<file path="src/hw/rtl/utf8_char_framer_newline_norm_unit_macros.svh">
// Assertion macros shared by the UTF-8 framer RTL.
`ifndef UTF8_CHAR_FRAMER_NEWLINE_NORM_UNIT_MACROS_SVH
`define UTF8_CHAR_FRAMER_NEWLINE_NORM_UNIT_MACROS_SVH

// Checks that a condition implies a consequence in the same cycle.
`define U8FNN_ASSERT_SAME(label, cond, cons, msg) \
	label: assert property (@(posedge clk) disable iff (!arst_n) (cond) |-> (cons)) \
		else $error(msg);

// Checks that a condition implies a consequence in the next cycle.
`define U8FNN_ASSERT_NEXT(label, cond, cons, msg) \
	label: assert property (@(posedge clk) disable iff (!arst_n) (cond) |=> (cons)) \
		else $error(msg);

`endif

</file>
<file path="src/hw/rtl/u8fnn_pkg.sv">
// Shared types, constants and functions of the UTF-8 framer.
`default_nettype none
package u8fnn_pkg;

	// Default longest sequence a lead byte may announce.
	localparam int MAX_SEQ_BYTES_DEF = 8;

	// Depth of the queue between the front and back parts.
	localparam int QUEUE_DEPTH = 4;

	// Byte classes.
	localparam logic [7:0] CONT_LO   = 8'h80;
	localparam logic [7:0] CONT_HI   = 8'hBF;
	localparam logic [7:0] ASCII_MAX = 8'h7F;
	localparam logic [7:0] CHAR_CR   = 8'h0D;
	localparam logic [7:0] CHAR_LF   = 8'h0A;

	// Byte order mark, first byte first.
	localparam logic [7:0] BOM_B0 = 8'hEF;
	localparam logic [7:0] BOM_B1 = 8'hBB;
	localparam logic [7:0] BOM_B2 = 8'hBF;

	// Result kinds.
	typedef enum logic [1:0] {
		KIND_CHAR    = 2'd0,
		KIND_NEWLINE = 2'd1,
		KIND_INVALID = 2'd2,
		KIND_END     = 2'd3
	} kind_t;

	// One queue entry: the results caused by one request.
	// With two_res set, an invalid result precedes the end result.
	typedef struct packed {
		logic        two_res;
		kind_t       kind;
		logic [63:0] bytes;
		logic [3:0]  len;
	} entry_t;

	// Length of the run of one bits from the top of a byte.
	function automatic logic [3:0] leading_ones(input logic [7:0] b);
		logic [3:0] n;
		logic       run;
		begin
			n = 4'd0;
			run = 1'b1;
			for (int i = 7; i >= 0; i--) begin
				if (run && b[i]) begin
					n = n + 4'd1;
				end else begin
					run = 1'b0;
				end
			end
			return n;
		end
	endfunction

endpackage
`default_nettype wire

</file>
<file path="src/hw/rtl/u8fnn_front.sv">
// Front part: classifies each byte, tracks the open sequence and builds queue entries.
`default_nettype none
module u8fnn_front #(
	parameter int MAX_SEQUENCE_BYTES = u8fnn_pkg::MAX_SEQ_BYTES_DEF
) (
	input  wire logic            clk,
	input  wire logic            arst_n,
	input  wire logic            accept,
	input  wire logic [7:0]      byte_value,
	input  wire logic            end_of_stream,
	output u8fnn_pkg::entry_t    push_data,
	output logic                 push
);

	localparam int GW = 8 * MAX_SEQUENCE_BYTES;

	logic [GW-1:0] gath_q, gath_new, gath_nxt;
	logic [3:0]    exp_q, exp_nxt;
	logic [3:0]    seen_q, seen_nxt, seen_inc;
	logic          bad_q, bad_nxt, bad_new;
	logic          cr_q, cr_nxt;
	logic          seq_open, is_cont, is_ascii, store, seq_done, is_bom;
	logic          want_push;
	logic [3:0]    run;

	// Byte classification.
	assign seq_open = (exp_q != 4'd0);
	assign is_cont  = byte_value inside {[u8fnn_pkg::CONT_LO : u8fnn_pkg::CONT_HI]};
	assign is_ascii = (byte_value <= u8fnn_pkg::ASCII_MAX);
	assign run      = u8fnn_pkg::leading_ones(byte_value);
	assign seen_inc = seen_q + 4'd1;
	assign store    = seq_open && is_cont && !bad_q;
	assign bad_new  = bad_q || !is_cont;
	assign seq_done = seq_open && (seen_inc >= exp_q);

	// Merge a continuation byte into its lane of the open sequence.
	always_comb begin
		gath_new = gath_q;
		for (int i = 0; i < MAX_SEQUENCE_BYTES; i++) begin
			if (store && (seen_q == 4'(i))) begin
				gath_new[i*8 +: 8] = byte_value;
			end
		end
	end

	assign is_bom = (exp_q == 4'd3) &&
		(gath_new == GW'({u8fnn_pkg::BOM_B2, u8fnn_pkg::BOM_B1, u8fnn_pkg::BOM_B0}));

	// Next state and the entry for this request.
	always_comb begin
		gath_nxt = gath_q;
		exp_nxt = exp_q;
		seen_nxt = seen_q;
		bad_nxt = bad_q;
		cr_nxt = 1'b0;
		want_push = 1'b0;
		push_data.two_res = 1'b0;
		push_data.kind = u8fnn_pkg::KIND_CHAR;
		push_data.bytes = 64'd0;
		push_data.len = 4'd0;
		if (end_of_stream) begin
			want_push = 1'b1;
			push_data.two_res = seq_open;
			push_data.kind = u8fnn_pkg::KIND_END;
			gath_nxt = '0;
			exp_nxt = 4'd0;
			seen_nxt = 4'd0;
			bad_nxt = 1'b0;
		end else if (cr_q && (byte_value == u8fnn_pkg::CHAR_LF)) begin
			// The LF of a CR LF pair is dropped.
			want_push = 1'b0;
		end else if (seq_open) begin
			gath_nxt = gath_new;
			seen_nxt = seen_inc;
			bad_nxt = bad_new;
			if (seq_done) begin
				gath_nxt = '0;
				exp_nxt = 4'd0;
				seen_nxt = 4'd0;
				bad_nxt = 1'b0;
				if (bad_new) begin
					want_push = 1'b1;
					push_data.kind = u8fnn_pkg::KIND_INVALID;
				end else if (!is_bom) begin
					want_push = 1'b1;
					push_data.kind = u8fnn_pkg::KIND_CHAR;
					push_data.bytes = 64'(gath_new);
					push_data.len = exp_q;
				end
			end
		end else if (is_cont) begin
			// A stray continuation byte.
			want_push = 1'b1;
			push_data.kind = u8fnn_pkg::KIND_INVALID;
		end else if (is_ascii) begin
			want_push = 1'b1;
			if (byte_value == u8fnn_pkg::CHAR_CR) begin
				cr_nxt = 1'b1;
				push_data.kind = u8fnn_pkg::KIND_NEWLINE;
			end else if (byte_value == u8fnn_pkg::CHAR_LF) begin
				push_data.kind = u8fnn_pkg::KIND_NEWLINE;
			end else begin
				push_data.kind = u8fnn_pkg::KIND_CHAR;
				push_data.bytes = {56'd0, byte_value};
				push_data.len = 4'd1;
			end
		end else begin
			// A lead byte opens a sequence.
			gath_nxt = {{(GW-8){1'b0}}, byte_value};
			exp_nxt = run;
			seen_nxt = 4'd1;
			bad_nxt = (run > 4'(MAX_SEQUENCE_BYTES));
		end
	end

	assign push = accept && want_push;

	// State registers update on each accepted request.
	always_ff @(posedge clk or negedge arst_n) begin
		if (!arst_n) begin
			gath_q <= '0;
			exp_q <= 4'd0;
			seen_q <= 4'd0;
			bad_q <= 1'b0;
			cr_q <= 1'b0;
		end else if (accept) begin
			gath_q <= gath_nxt;
			exp_q <= exp_nxt;
			seen_q <= seen_nxt;
			bad_q <= bad_nxt;
			cr_q <= cr_nxt;
		end
	end

endmodule
`default_nettype wire

</file>
<file path="src/hw/rtl/u8fnn_queue.sv">
// Short queue of entries between the front and back parts.
`default_nettype none
module u8fnn_queue (
	input  wire logic              clk,
	input  wire logic              arst_n,
	input  wire logic              push,
	input  wire u8fnn_pkg::entry_t push_data,
	output logic                   full,
	input  wire logic              pop,
	output u8fnn_pkg::entry_t      pop_data,
	output logic                   empty
);

	localparam int DEPTH = u8fnn_pkg::QUEUE_DEPTH;
	localparam int PW = $clog2(DEPTH);

	u8fnn_pkg::entry_t mem_q [DEPTH];
	logic [PW-1:0]     wr_ptr_q, rd_ptr_q;
	logic [PW:0]       count_q;

	assign full = (count_q == (PW+1)'(DEPTH));
	assign empty = (count_q == '0);
	assign pop_data = mem_q[rd_ptr_q];

	// Entry storage.
	always_ff @(posedge clk) begin
		if (push) begin
			mem_q[wr_ptr_q] <= push_data;
		end
	end

	// Pointers and fill count.
	always_ff @(posedge clk or negedge arst_n) begin
		if (!arst_n) begin
			wr_ptr_q <= '0;
			rd_ptr_q <= '0;
			count_q <= '0;
		end else begin
			if (push) begin
				wr_ptr_q <= wr_ptr_q + PW'(1);
			end
			if (pop) begin
				rd_ptr_q <= rd_ptr_q + PW'(1);
			end
			if (push && !pop) begin
				count_q <= count_q + (PW+1)'(1);
			end else if (pop && !push) begin
				count_q <= count_q - (PW+1)'(1);
			end
		end
	end

endmodule
`default_nettype wire

</file>
<file path="src/hw/rtl/u8fnn_back.sv">
// Back part: turns queue entries into results in an output register.
`default_nettype none
module u8fnn_back (
	input  wire logic              clk,
	input  wire logic              arst_n,
	input  wire logic              empty,
	input  wire u8fnn_pkg::entry_t pop_data,
	output logic                   pop,
	output logic                   out_valid,
	input  wire logic              out_ready,
	output logic [1:0]             kind,
	output logic [63:0]            char_bytes,
	output logic [3:0]             char_len,
	output logic                   last
);

	logic              valid_q, second_q, last_q;
	u8fnn_pkg::kind_t  kind_q;
	logic [63:0]       bytes_q;
	logic [3:0]        len_q;
	logic              load;

	// The output register takes a new result when empty or being taken.
	assign load = !valid_q || out_ready;
	assign pop = load && !second_q && !empty;

	// Control part of the output register.
	always_ff @(posedge clk or negedge arst_n) begin
		if (!arst_n) begin
			valid_q <= 1'b0;
			second_q <= 1'b0;
		end else if (load) begin
			if (second_q) begin
				valid_q <= 1'b1;
				second_q <= 1'b0;
			end else if (!empty) begin
				valid_q <= 1'b1;
				second_q <= pop_data.two_res;
			end else begin
				valid_q <= 1'b0;
			end
		end
	end

	// Payload part of the output register.
	always_ff @(posedge clk) begin
		if (load) begin
			if (second_q) begin
				kind_q <= u8fnn_pkg::KIND_END;
				bytes_q <= 64'd0;
				len_q <= 4'd0;
				last_q <= 1'b1;
			end else if (pop_data.two_res) begin
				kind_q <= u8fnn_pkg::KIND_INVALID;
				bytes_q <= 64'd0;
				len_q <= 4'd0;
				last_q <= 1'b0;
			end else begin
				kind_q <= pop_data.kind;
				bytes_q <= pop_data.bytes;
				len_q <= pop_data.len;
				last_q <= 1'b1;
			end
		end
	end

	assign out_valid = valid_q;
	assign kind = kind_q;
	assign char_bytes = bytes_q;
	assign char_len = len_q;
	assign last = last_q;

endmodule
`default_nettype wire

</file>
<file path="src/hw/rtl/utf8_char_framer_newline_norm_unit.sv">
// Top level of the UTF-8 character framer with newline normalization.
// Input channel: in_valid/in_ready carry one byte_value per request, or an
// end_of_stream mark. Output channel: out_valid/out_ready carry one result
// (kind, char_bytes, char_len, last); last marks the final result of a request.
// The front part decodes each byte in the cycle it is accepted and writes at
// most one entry to a four-deep queue; the back part moves entries into the
// output register. A result is loaded into the output register from the queue
// once that register is free. One byte is accepted per cycle while the queue
// is not full; an end mark inside an open sequence yields two results.
// Bytes that complete nothing (leads, continuations, the LF of CR LF, a
// byte order mark) give no result.
// When the receiver stalls, the output register holds and the queue fills;
// in_ready falls once the queue is full.
// Reset clears the sequence state, the CR flag, the queue and the output
// valid; an end mark clears the sequence state and the CR flag likewise.
`default_nettype none
`include "utf8_char_framer_newline_norm_unit_macros.svh"
module utf8_char_framer_newline_norm_unit #(
	parameter int MAX_SEQUENCE_BYTES = u8fnn_pkg::MAX_SEQ_BYTES_DEF
) (
	input  wire logic         clk,
	input  wire logic         arst_n,
	input  wire logic         in_valid,
	output logic              in_ready,
	input  wire logic [7:0]   byte_value,
	input  wire logic         end_of_stream,
	output logic              out_valid,
	input  wire logic         out_ready,
	output logic [1:0]        kind,
	output logic [63:0]       char_bytes,
	output logic [3:0]        char_len,
	output logic              last
);

	u8fnn_pkg::entry_t push_data, pop_data;
	logic              push, pop, full, empty, accept;

	assign in_ready = !full;
	assign accept = in_valid && in_ready;

	// Decode and sequence tracking.
	u8fnn_front #(
		.MAX_SEQUENCE_BYTES(MAX_SEQUENCE_BYTES)
	) u_front (
		.clk          (clk),
		.arst_n       (arst_n),
		.accept       (accept),
		.byte_value   (byte_value),
		.end_of_stream(end_of_stream),
		.push_data    (push_data),
		.push         (push)
	);

	// Decoupling queue.
	u8fnn_queue u_queue (
		.clk      (clk),
		.arst_n   (arst_n),
		.push     (push),
		.push_data(push_data),
		.full     (full),
		.pop      (pop),
		.pop_data (pop_data),
		.empty    (empty)
	);

	// Result output.
	u8fnn_back u_back (
		.clk       (clk),
		.arst_n    (arst_n),
		.empty     (empty),
		.pop_data  (pop_data),
		.pop       (pop),
		.out_valid (out_valid),
		.out_ready (out_ready),
		.kind      (kind),
		.char_bytes(char_bytes),
		.char_len  (char_len),
		.last      (last)
	);

	// Only a character result carries bytes and a length.
	`U8FNN_ASSERT_SAME(a_nonchar_empty, out_valid && (kind != u8fnn_pkg::KIND_CHAR), (char_len == 4'd0) && (char_bytes == 64'd0), "non-character result carries bytes")
	// A character result has a length within the configured maximum.
	`U8FNN_ASSERT_SAME(a_char_len, out_valid && (kind == u8fnn_pkg::KIND_CHAR), (char_len != 4'd0) && (char_len <= 4'(MAX_SEQUENCE_BYTES)), "character length out of range")
	// Only the invalid result of an end mark can be followed by another result.
	`U8FNN_ASSERT_SAME(a_first_invalid, out_valid && !last, kind == u8fnn_pkg::KIND_INVALID, "non-last result is not invalid")
	// The end result follows directly after that invalid result.
	`U8FNN_ASSERT_NEXT(a_end_follows, out_valid && out_ready && !last, out_valid && last && (kind == u8fnn_pkg::KIND_END), "end result missing after invalid")

endmodule
`default_nettype wire

</file>
<file path="config.mk">
export PLATFORM = sky130hd
export DESIGN_NAME = utf8_char_framer_newline_norm_unit
export DESIGN_NICKNAME = d
export VERILOG_FILES = /design/src/hw/rtl/u8fnn_pkg.sv /design/src/hw/rtl/u8fnn_front.sv /design/src/hw/rtl/u8fnn_queue.sv /design/src/hw/rtl/u8fnn_back.sv /design/src/hw/rtl/utf8_char_framer_newline_norm_unit.sv
export VERILOG_INCLUDE_DIRS = /design/src /design/src/hw/rtl
export SDC_FILE = /design/constraint.sdc
export NUM_CORES = 1
export LEC_CHECK = 0
export ABC_AREA = 1
export BUFFER_PORTS_ARGS = -buffer_cell sky130_fd_sc_hd__buf_4
export CAP_MARGIN = 25
export CELL_PAD_IN_SITES_DETAIL_PLACEMENT = 1
export CELL_PAD_IN_SITES_GLOBAL_PLACEMENT = 1
export CORE_ASPECT_RATIO = 0.6
export CORE_UTILIZATION = 54
export DETAILED_ROUTE_END_ITERATION = 10
export PLACE_DENSITY = 0.84
export SETUP_SLACK_MARGIN = 0.2
export SLEW_MARGIN = 0
export SYNTH_ARGS = -nofsm -noshare
export SYNTH_HDL_FRONTEND = slang
export SYNTH_HIERARCHICAL = 1
export SYNTH_SLANG_ARGS = --single-unit
export TNS_END_PERCENT = 1
</file>
<file path="constraint.sdc">
create_clock -name clk -period 9.4 [get_ports clk]
set_input_delay 0.94 -clock clk [delete_from_list [all_inputs] [get_ports clk]]
set_output_delay 0.94 -clock clk [all_outputs]
set_load 0.02 [all_outputs]
</file>
# After elaboration in Yosys (flattened, before gate mapping)
# Memory sizes are Yosys's and may differ from the RTL's.
# Cells that the tools add are included.
# word_totals
regBits,154
mem_bits_rw,284
input_bits,13
out_inout_bits,73
elab_cells,180
mem_count,1
# memory_table
memory,depth,width,rd,rd_clocked_by_memory_dff,write_ports,line_no,source
u_queue.mem_q,4,71,1,0,1,u8fnn_queue.sv:17,u8fnn_pkg::entry_t mem_q [DEPTH];
# op_classes
add_sub_neg,12
order_cmp,5
n_eq_ne,16
mux,87
n_reduce_logical,44
# op_table
cell,n
$mux 64,6
$mux 68,5
$mux 70,4
$mux 4,19
$eq 64x24->1 const B,1
$mux 8,8
$mux 1,38
$add 4x1->4 const B,8
$logic_and 1x1->1,27
$eq 4x3->1 const B,4
$eq 8x4->1 const B,2
$eq 4x2->1 const B,3
$mux 12,1
$ge 8x8->1 const B,1
$le 8x7->1 const B,1
$le 8x8->1 const B,1
$logic_not 1->1,8
$mux 2,4
$mux 3,2
$ne 3x2->1 const B,2
$reduce_and 5->1,1
$add 2x1->2 const B,2
$eq 4x1->1 const B,1
$ge 4x4->1,1
13 further kinds,14

# Depth between registers and ports, before layout
# Gate-level depths: netlist of the first run.
# logic_depth
word_depth,21
ltp_mapped,23
mapped_depth_nobuf,22

# Modules after synthesis
# The synthesis of the first run kept the hierarchy.
# modules_own_cells
mod,instances,cells_per_inst,area_per_inst_um2
u8fnn_queue,1,876,12295.5
u8fnn_front,1,733,5008.6
u8fnn_back,1,233,2841.5
utf8_char_framer_newline_norm_unit,1,3,13.8

# Worst setup path after synthesis of the first run
# OpenSTA, ideal clock, no wires.
# synth_path
kind,input to register
start,input port byte_value[6]
end,"memory u_queue/mem_q[0][0] in the netlist's numbering, enable pin"
setup_ns,0.425
arrival_time_ns,3.914
setup_slack_ns,5.061
path_stages,16
n_path_buf,3
path_cell_list,inv_2 -> nand2_2 -> nor2_8 -> buf_6 -> buf_4 -> nand4_1 -> nand3_1 -> nor2_1 -> nand2_1 -> nor2_1 -> nand2_2 -> o21bai_1 -> a21oi_1 -> clkbuf_1 -> nand2_1 -> inv_1
# synth_between
elab_chain_len,17
# synth_rtl
element,line_no,source
"start, declared",utf8_char_framer_newline_norm_unit.sv:25,"input wire logic [7:0] byte_value,"
$ge 8x8->1 or $le 8x8->1 (tied branches),u8fnn_front.sv:28,assign is_cont = byte_value inside {[u8fnn_pkg::CONT_LO : u8fnn_pkg::CONT_HI]};
$logic_and 1x1->1,u8fnn_front.sv:28,
$logic_and 1x1->1 (2 in series),u8fnn_front.sv:32,assign store = seq_open && is_cont && !bad_q;
$logic_and 1x1->1,u8fnn_front.sv:40,if (store && (seen_q == 4'(i))) begin
$mux 8,u8fnn_front.sv:40,
$eq 64x24->1,u8fnn_front.sv:47,"(gath_new == GW'({u8fnn_pkg::BOM_B2, u8fnn_pkg::BOM_B1, u8fnn_pkg::BOM_B0}));"
$logic_and 1x1->1,u8fnn_front.sv:46,assign is_bom = (exp_q == 4'd3) &&
$mux 1,u8fnn_front.sv:84,end else if (!is_bom) begin
$mux 1,u8fnn_front.sv:81,if (bad_new) begin
$mux 1,u8fnn_front.sv:76,if (seq_done) begin
$mux 1,u8fnn_front.sv:72,end else if (seq_open) begin
$mux 1 (*),u8fnn_front.sv:69,end else if (cr_q && (byte_value == u8fnn_pkg::CHAR_LF)) begin
$mux 1 (*),u8fnn_front.sv:61,if (end_of_stream) begin
$logic_and 1x1->1 (*),u8fnn_front.sv:116,assign push = accept && want_push;
named net push,utf8_char_framer_newline_norm_unit.sv:36,"logic push, pop, full, empty, accept;"
$mux 1 (*),u8fnn_queue.sv:27,if (push) begin
$mux 1 (not written as such) (*),u8fnn_queue.sv:28,mem_q[wr_ptr_q] <= push_data;
"end, declared",u8fnn_queue.sv:17,
# The timed path passes the listed nets; every way through them passes the cells marked *.

# Worst setup path in the final report of the first run
# layout_path
start,input port byte_value[6]
end,"memory u_queue/mem_q[0][54] in the netlist's numbering, enable pin"
# Same word-level chain as after synthesis.

==> results.ini, run 1 <==
[timing]
finalSetupTns_ns = 0
report.final.hold_viol_count = 0
fin_skew_ns = 0.0219
hold_ws_ns = 0.229
rsz0062_at_grt = false
setup_viol = 0
max_freq_ghz = 0.205
worst_pin_slew_ns = 1.10
slew_headroom_pct = 25.8
period_needed_ns = 4.88
slew_viol_final = 0
post-route-period-util_pct = 51.9

[power_and_ir_drop]
seq_power_share_pct = 41.3
ir_drop_v = 0.000229
power.switching_w = 0.00265
power_frac_clock_pct = 24.4
pwr_density_cell_nw_per_um2 = 316
switching_share_pct = 37.5
intPower_w = 0.00442
p_leak_nw = 9.43
power_frac_comb_pct = 34.4

[layout]
num-fill-cells = 3848
regArea_sq_um = 12700
final_common_cell = nand2_1
final_cell_mix = nand2_1, edfxtp_1, inv_1, nor2_1, buf_4
multiInputGateArea_sq_um = 5480
diodes = 0
syn2layout_area_growth_pct = 10.9
fin_nets = 1936
drive_gt1_share_pct = 16.4

[logic_synthesis]
synth_nets = 1876
synth_top_area_share_pct = 52.9
yosys_warnings = 6
yosysSeqAreaShare_pct = 63.2
syn_inst = 1845
synth_cell_type_count = 42
syn_avg_cell_area_sq_um = 10.9
ys_seq_elements = 438
synth.cell_area_sq_um = 20200
synth_edf_count = 355
async_reset_ff_share_pct = 18.9
synth_area_leaders = edfxtp_1, dfrtp_1, nand2_1, inv_1, o211ai_2
synth_ff_type = edfxtp_1
yosys.area.top_type = edfxtp_1

[cts]
cts_root_buffer = clkbuf_16
cts.htree.levels = 2
postCtsHoldBufs = 0
cts_sinks = 438
clock_latency_ns = 0.56
clockBufferDepth = 3
cts_tree = built
post_cts_resized = 0
cts_made_buffers = 41
path_clk_slew_ns = 0.07
cts_setup_buffers = 0

[setup_path]
critical_path_class = in2reg
critPathCaptureType = flop
cpPeakStageDelay_ns = 0.85
critPathSlowestCell = buf_4
critical_path_arrival_ns = 5.04
start_kind = input port
critPathMaxFanout = 60
path_cells = buf_4 > inv_2 > nand2_2 > nor2_8 > nand3_1 > o21ai_1 > nor2_1 > nand2_1 > nor2_1 > nand2_2 > o21bai_1 > a21oi_1 > nand2_1 > inv_2 > buf_4
critPathTopFamily = simple AND/OR/NAND/NOR gates
worstPathRequired_ns = 9.56
critPathBufInv = 4

[run]
cap_viol_max_count = 0

[routing]
wirelength_microns = 54000
wl_per_cell_microns = 22.1
vias_per_cell = 5.67
dr.pass1.iters = 5
first_iter_violations = 1361
vias = 13900
drc_errors = 0
ant_nets = 0

[floorplanning]
die_area_sq_um = 38100
io_pins = 86
fp-row-count = 54
start_util_pct = 55.2
die_h_microns = 152
die_x_microns = 251
core_sq_um = 36600

[global_routing]
first_global_vias = 14500
grt.total_usage_pct = 28.7
overflow = 0
grt_pass1_wl_microns = 83200
antenna_found_initial = 1
grt_max_degree = 92

[outcome]
status = completed

[place]
port_buffers = 85
hpwl_microns = 33500
place_congestion = 0.917

[min_path]
hold_class = in2async

==> power groups by stage <==
| stage | Combinational [W] | Clock [W] | Sequential [W] |
|---|---|---|---|
| 2_1_floorplan | 0.00166 | 0 | 0.00303 |
| 3_3_place_gp | 0.00225 | 0 | 0.00292 |
| 3_5_place_dp | 0.00237 | 0 | 0.00295 |
| 4_1_cts | 0.00241 | 0.00175 | 0.00292 |
| 5_1_grt | 0.00264 | 0.00181 | 0.00295 |
| 6_report | 0.00243 | 0.00172 | 0.00291 |
==> through the flow <==
step | cell area, sq um | std cells | utilization, % | total power, W | worst slack (ns)
4_1_cts | 22200 | 2438 | 60.8 | 0.00708 | 4.66
5_1_grt | 22400 | 2442 | 61.1 | 0.00740 | 4.20
2_1_floorplan | 20200 | 1845 | - | 0.00469 | 5.06
6_report | 22400 | 2442 | 61.1 | 0.00706 | 4.52
3_5_place_dp | 20900 | 2362 | 57.1 | 0.00532 | 4.17
3_3_place_gp | 20800 | 2360 | 57.0 | 0.00517 | 4.38
==> cell families (layout without fill, tap and decap cells) <==
| logic type | Yosys count | count (layout) | share of synthesized area, % |
|---|---|---|---|
| AO/OA/AOI/OAI | 267 | 267 | 10.7 |
| AND/OR/NAND/NOR | 703 | 703 | 14.9 |
| buffers and inverters | 412 | 505 | 9.76 |
| XOR/XNOR | 7 | 7 | 0.304 |
| flip-flops | 438 | 438 | 63.2 |
| adder cells (fa/ha/maj) | 18 | 18 | 1.15 |
==> final cells by class <==
class | instances | share of cell area (%)
clock buffers | 62 | 5.36
flip-flops and latches | 438 | 57.0
repair buffers | 107 | 4.10
inverters | 322 | 5.41
well taps | 504 | 2.82
clock inverters | 14 | 0.767
multi-input cells | 995 | 24.5
==> registers in the layout (all words and copies together), names as in the netlist, 2 cells and up <==
name               cells
u_queue/rd_ptr_q       2
u_queue/wr_ptr_q       2
u_back/kind            2
u_queue/mem_q        284
u_front/exp_q          4
u_back/char_len        4
u_queue/count_q        3
u_back/char_bytes     64
u_front/seen_q         4
u_front/gath_q        64
==> worst reg2reg max path, cell delays in order (launching register included) <==
cell      delay, ns
dfrtp_1        0.42
nor2_1         0.07
nand2_1        0.07
buf_4          0.43
nand3_1        0.52
o21ai_1        0.40
nor2_1         0.09
nand2_1        0.07
nor2_1         0.05
nand2_2        0.20
o21bai_1       0.17
a21oi_1        0.56
nand2_1        0.14
inv_2          0.27
buf_4          0.85
==> metal layers <==
metal	routed length, microns	global-route usage [%]	up-vias
li1	-	-	6261
met1	22800	38.5	7015
met2	26400	48.1	499
met3	3840	5.67	77
met4	980	7.96	0
met5	0	0	-
==> synthesized netlist by cell type, types with 7 or more instances <==
library cell	count
nand3_1	36
a21oi_1	19
inv_1	314
o21ai_1	13
buf_2	36
o211ai_2	71
o22ai_1	42
buf_12	11
clkbuf_1	16
o21bai_1	9
nor2_1	164
ha_1	17
and2_1	7
dfrtp_1	83
nand2_1	393
o21ai_0	28
edfxtp_1	355
nand2_2	38
nor2_2	18
buf_6	21
nand4_1	29
o211ai_1	74
==> worst paths after layout <==
path                                   endpoint               start  slack, ns  cells past startpoint
hold reg to reg              u_front/gath_q[58]  u_front/gath_q[58]       0.50                      2
max in group asynchronous    u_front/gath_q[53]              arst_n       8.35                      3
hold / removal                 u_front/exp_q[0]              arst_n       0.23                      1
min in group clk             u_front/gath_q[58]  u_front/gath_q[58]       0.50                      2
setup / recovery           u_queue/mem_q[0][54]       byte_value[6]       4.52                     15
setup reg to reg           u_queue/mem_q[0][54]    u_front/exp_q[0]       4.64                     14
Note: power is estimated with default switching activity, not from simulation.
==> run 2, diff against run 1 <==
- CORE_UTILIZATION: 54 -> 50
- PLACE_DENSITY: 0.84 -> 0.78
- clock period: 9.4 -> 4.6 ns (I/O delays scaled with it)
==> results.ini, run 2 (synthesis gave the netlist of run 1 again) <==
[timing]
slew_viol_final = 0  ; unchanged
slew_headroom_pct = 0.466  ; was 25.8%
report.final.hold_viol_count = 0  ; unchanged
post-route-period-util_pct = 90.0
fin_skew_ns = 0.0211  ; was 0.0219 ns
rsz0062_at_grt = false  ; unchanged
fin_ws_ns = 0.458  ; was 4.52 ns
max_freq_ghz = 0.241
setup_viol = 0  ; unchanged
worst_pin_slew_ns = 1.49  ; was 1.10 ns
finalSetupTns_ns = 0  ; unchanged
period_needed_ns = 4.14

[place]
hpwl_microns = 32000  ; was 33,500 microns
port_buffers = 85  ; unchanged
postPlaceCellArea_sq_um = 21000  ; was 20,900 sq um
pre_cts_ws_ns = 0.638  ; was 4.17 ns
place_congestion = 0.883  ; was 0.917

[cts]
cts_root_buffer = clkbuf_16  ; unchanged
cts_setup_buffers = 0  ; unchanged
cts_made_buffers = 42  ; was 41
cts_tree = built  ; unchanged
cts.htree.levels = 2  ; unchanged
clockBufferDepth = 3  ; unchanged
path_clk_slew_ns = 0.07  ; about the same
clock_latency_ns = 0.56  ; about the same
cts_sinks = 438  ; unchanged

[floorplanning]
fp-row-count = 56  ; was 54
io_pins = 86  ; unchanged
die_h_microns = 158  ; was 152 microns
die_x_microns = 261  ; was 251 microns
start_util_pct = 51.2  ; was 55.2%
core_sq_um = 39400  ; was 36,600 sq um
die_area_sq_um = 41200  ; was 38,100 sq um

[layout]
top_register = u_queue/mem_q  ; unchanged
syn2layout_area_growth_pct = 11.4  ; was 10.9%
drive_gt1_share_pct = 16.9  ; was 16.4%
diodes = 0  ; unchanged
fin_nets = 1937  ; was 1,936
utilization_pct = 57.0  ; was 61.1%
num-fill-cells = 4195  ; was 3,848
regArea_sq_um = 12700  ; unchanged
largest_reg_flops = 284  ; unchanged
final_common_cell = nand2_1  ; unchanged
final_cell_mix = nand2_1, edfxtp_1, inv_1, nor2_1, buf_4  ; unchanged
multiInputGateArea_sq_um = 5480  ; unchanged
design_area_sq_um = 22500  ; was 22,400 sq um

[routing]
wl_per_cell_microns = 20.6  ; was 22.1 microns
vias = 13500  ; was 13,900
ant_nets = 0  ; unchanged
vias_per_cell = 5.48  ; was 5.67
first_iter_violations = 1017  ; was 1,361
drc_errors = 0  ; unchanged
dr.pass1.iters = 7  ; was 5
wirelength_microns = 50700  ; was 54,000 microns

[setup_path]
critPathSlowestCell = o21ai_1  ; was buf_4
critical_path_class = reg2reg  ; was in2reg
path_cells = nor2_1 > nand2_1 > buf_4 > nand3_2 > o21ai_1 > nand2_1 > nor2_1 > nand2_1 > nor2_1 > nand2_2 > o21bai_1 > a21oi_1 > buf_4 > ha_1 > inv_1 > fa_1 > inv_1 > nand2_1 > nand3_1 > nand2_1 > nand2_1  ; was buf_4 > inv_2 > nand2_2 > nor2_8 > nand3_1 > o21ai_1 > nor2_1 > nand2_1 > nor2_1 > nand2_2 > o21bai_1 > a21oi_1 > nand2_1 > inv_2 > buf_4
path_common_cell = nand2_1
worstPathRequired_ns = 5.04  ; was 9.56 ns
critPathCaptureType = flop  ; unchanged
cpPeakStageDelay_ns = 0.52  ; was 0.85 ns
start_kind = flop  ; was input port
critPathTopFamily = simple AND/OR/NAND/NOR gates  ; unchanged
critical_path_arrival_ns = 4.58  ; was 5.04 ns
critPathBufInv = 4  ; unchanged
critPathMaxFanout = 20  ; was 60

[global_routing]
grt_pass1_wl_microns = 79500  ; was 83,200 microns
antenna_found_initial = 0  ; was 1
first_global_vias = 14100  ; was 14,500
grt_max_degree = 216  ; was 92
overflow = 0  ; unchanged
grt.total_usage_pct = 25.3  ; was 28.7%

[power_and_ir_drop]
p_total_w = 0.0145  ; was 0.00706 W
pwr_density_cell_nw_per_um2 = 646  ; was 316 nW/um^2
p_leak_nw = 9.47  ; was 9.43 nW
ir_drop_v = 0.000610  ; was 0.000229 V

[outcome]
status = completed  ; unchanged

[min_path]
hold_class = in2reg  ; was in2async

[run]
cap_viol_max_count = 0  ; unchanged

-- run 2: report_power, final --
part | total [W] | leakage, nW | switching [W] | internal, W
Sequential | 0.00591 | 4.53 | 0.000473 | 0.00544
Clock | 0.00371 | 0.737 | 0.00150 | 0.00221
Combinational | 0.00488 | 4.21 | 0.00332 | 0.00156
Total | 0.0145 | 9.47 | 0.00529 | 0.00921
-- run 2: area by class of cell --
| cell class | instances | share of cell area, % |
|---|---|---|
| clock buffers | 55 | 5.45 |
| clock inverters | 23 | 1.18 |
| inverters | 322 | 5.39 |
| multi-input cells | 995 | 24.4 |
| flip-flops and latches | 438 | 56.7 |
| well taps | 522 | 2.91 |
| repair buffers | 107 | 3.92 |
-- run 2: timing repair --
action	4_1_cts	5_1_grt
hold buffers	1	0
gates resized for setup	0	0
endpoints found under the hold margin	42	0
-- run 2: path summary, 6_finish.rpt --
path                                    start             endpoint  slack, ns  cells after the start
max                          u_front/exp_q[0]   u_queue/count_q[2]       0.46                     21
min                                 out_ready      u_back/second_q       0.22                      4
max reg2reg                  u_front/exp_q[0]   u_queue/count_q[2]       0.46                     21
min reg2reg                u_front/gath_q[54]   u_front/gath_q[54]       0.50                      2
max in group asynchronous              arst_n   u_front/gath_q[44]       3.05                      3
min in group asynchronous              arst_n  u_queue/wr_ptr_q[1]       0.48                      2
-- run 2: metal layers --
layer  vias to the layer above  GRT usage (%)  share of wire, %  routed length [microns]
met3                        70           4.67               5.7                     2870
met4                         0           5.45               1.5                      761
met2                       358           40.9                47                    23900
li1                       6264              -                 -                        -
met5                         -              0                 0                        0
met1                      6798           35.8                46                    23200
-- run 2: through the flow --
stage | hold slack [ns] | std cells
6_report | 0.218 | 2462
5_1_grt | 0.227 | 2462
4_1_cts | 0.201 | 2462
3_5_place_dp | 0.478 | 2383
3_3_place_gp | 0.467 | 2383
2_1_floorplan | 0.164 | 1845
-- run 2: worst min-delay path, delay by kind of cell --
family                 cells  cell delay (ns)
and+or+nand+nor            3             0.17
buffers and inverters      1             0.09
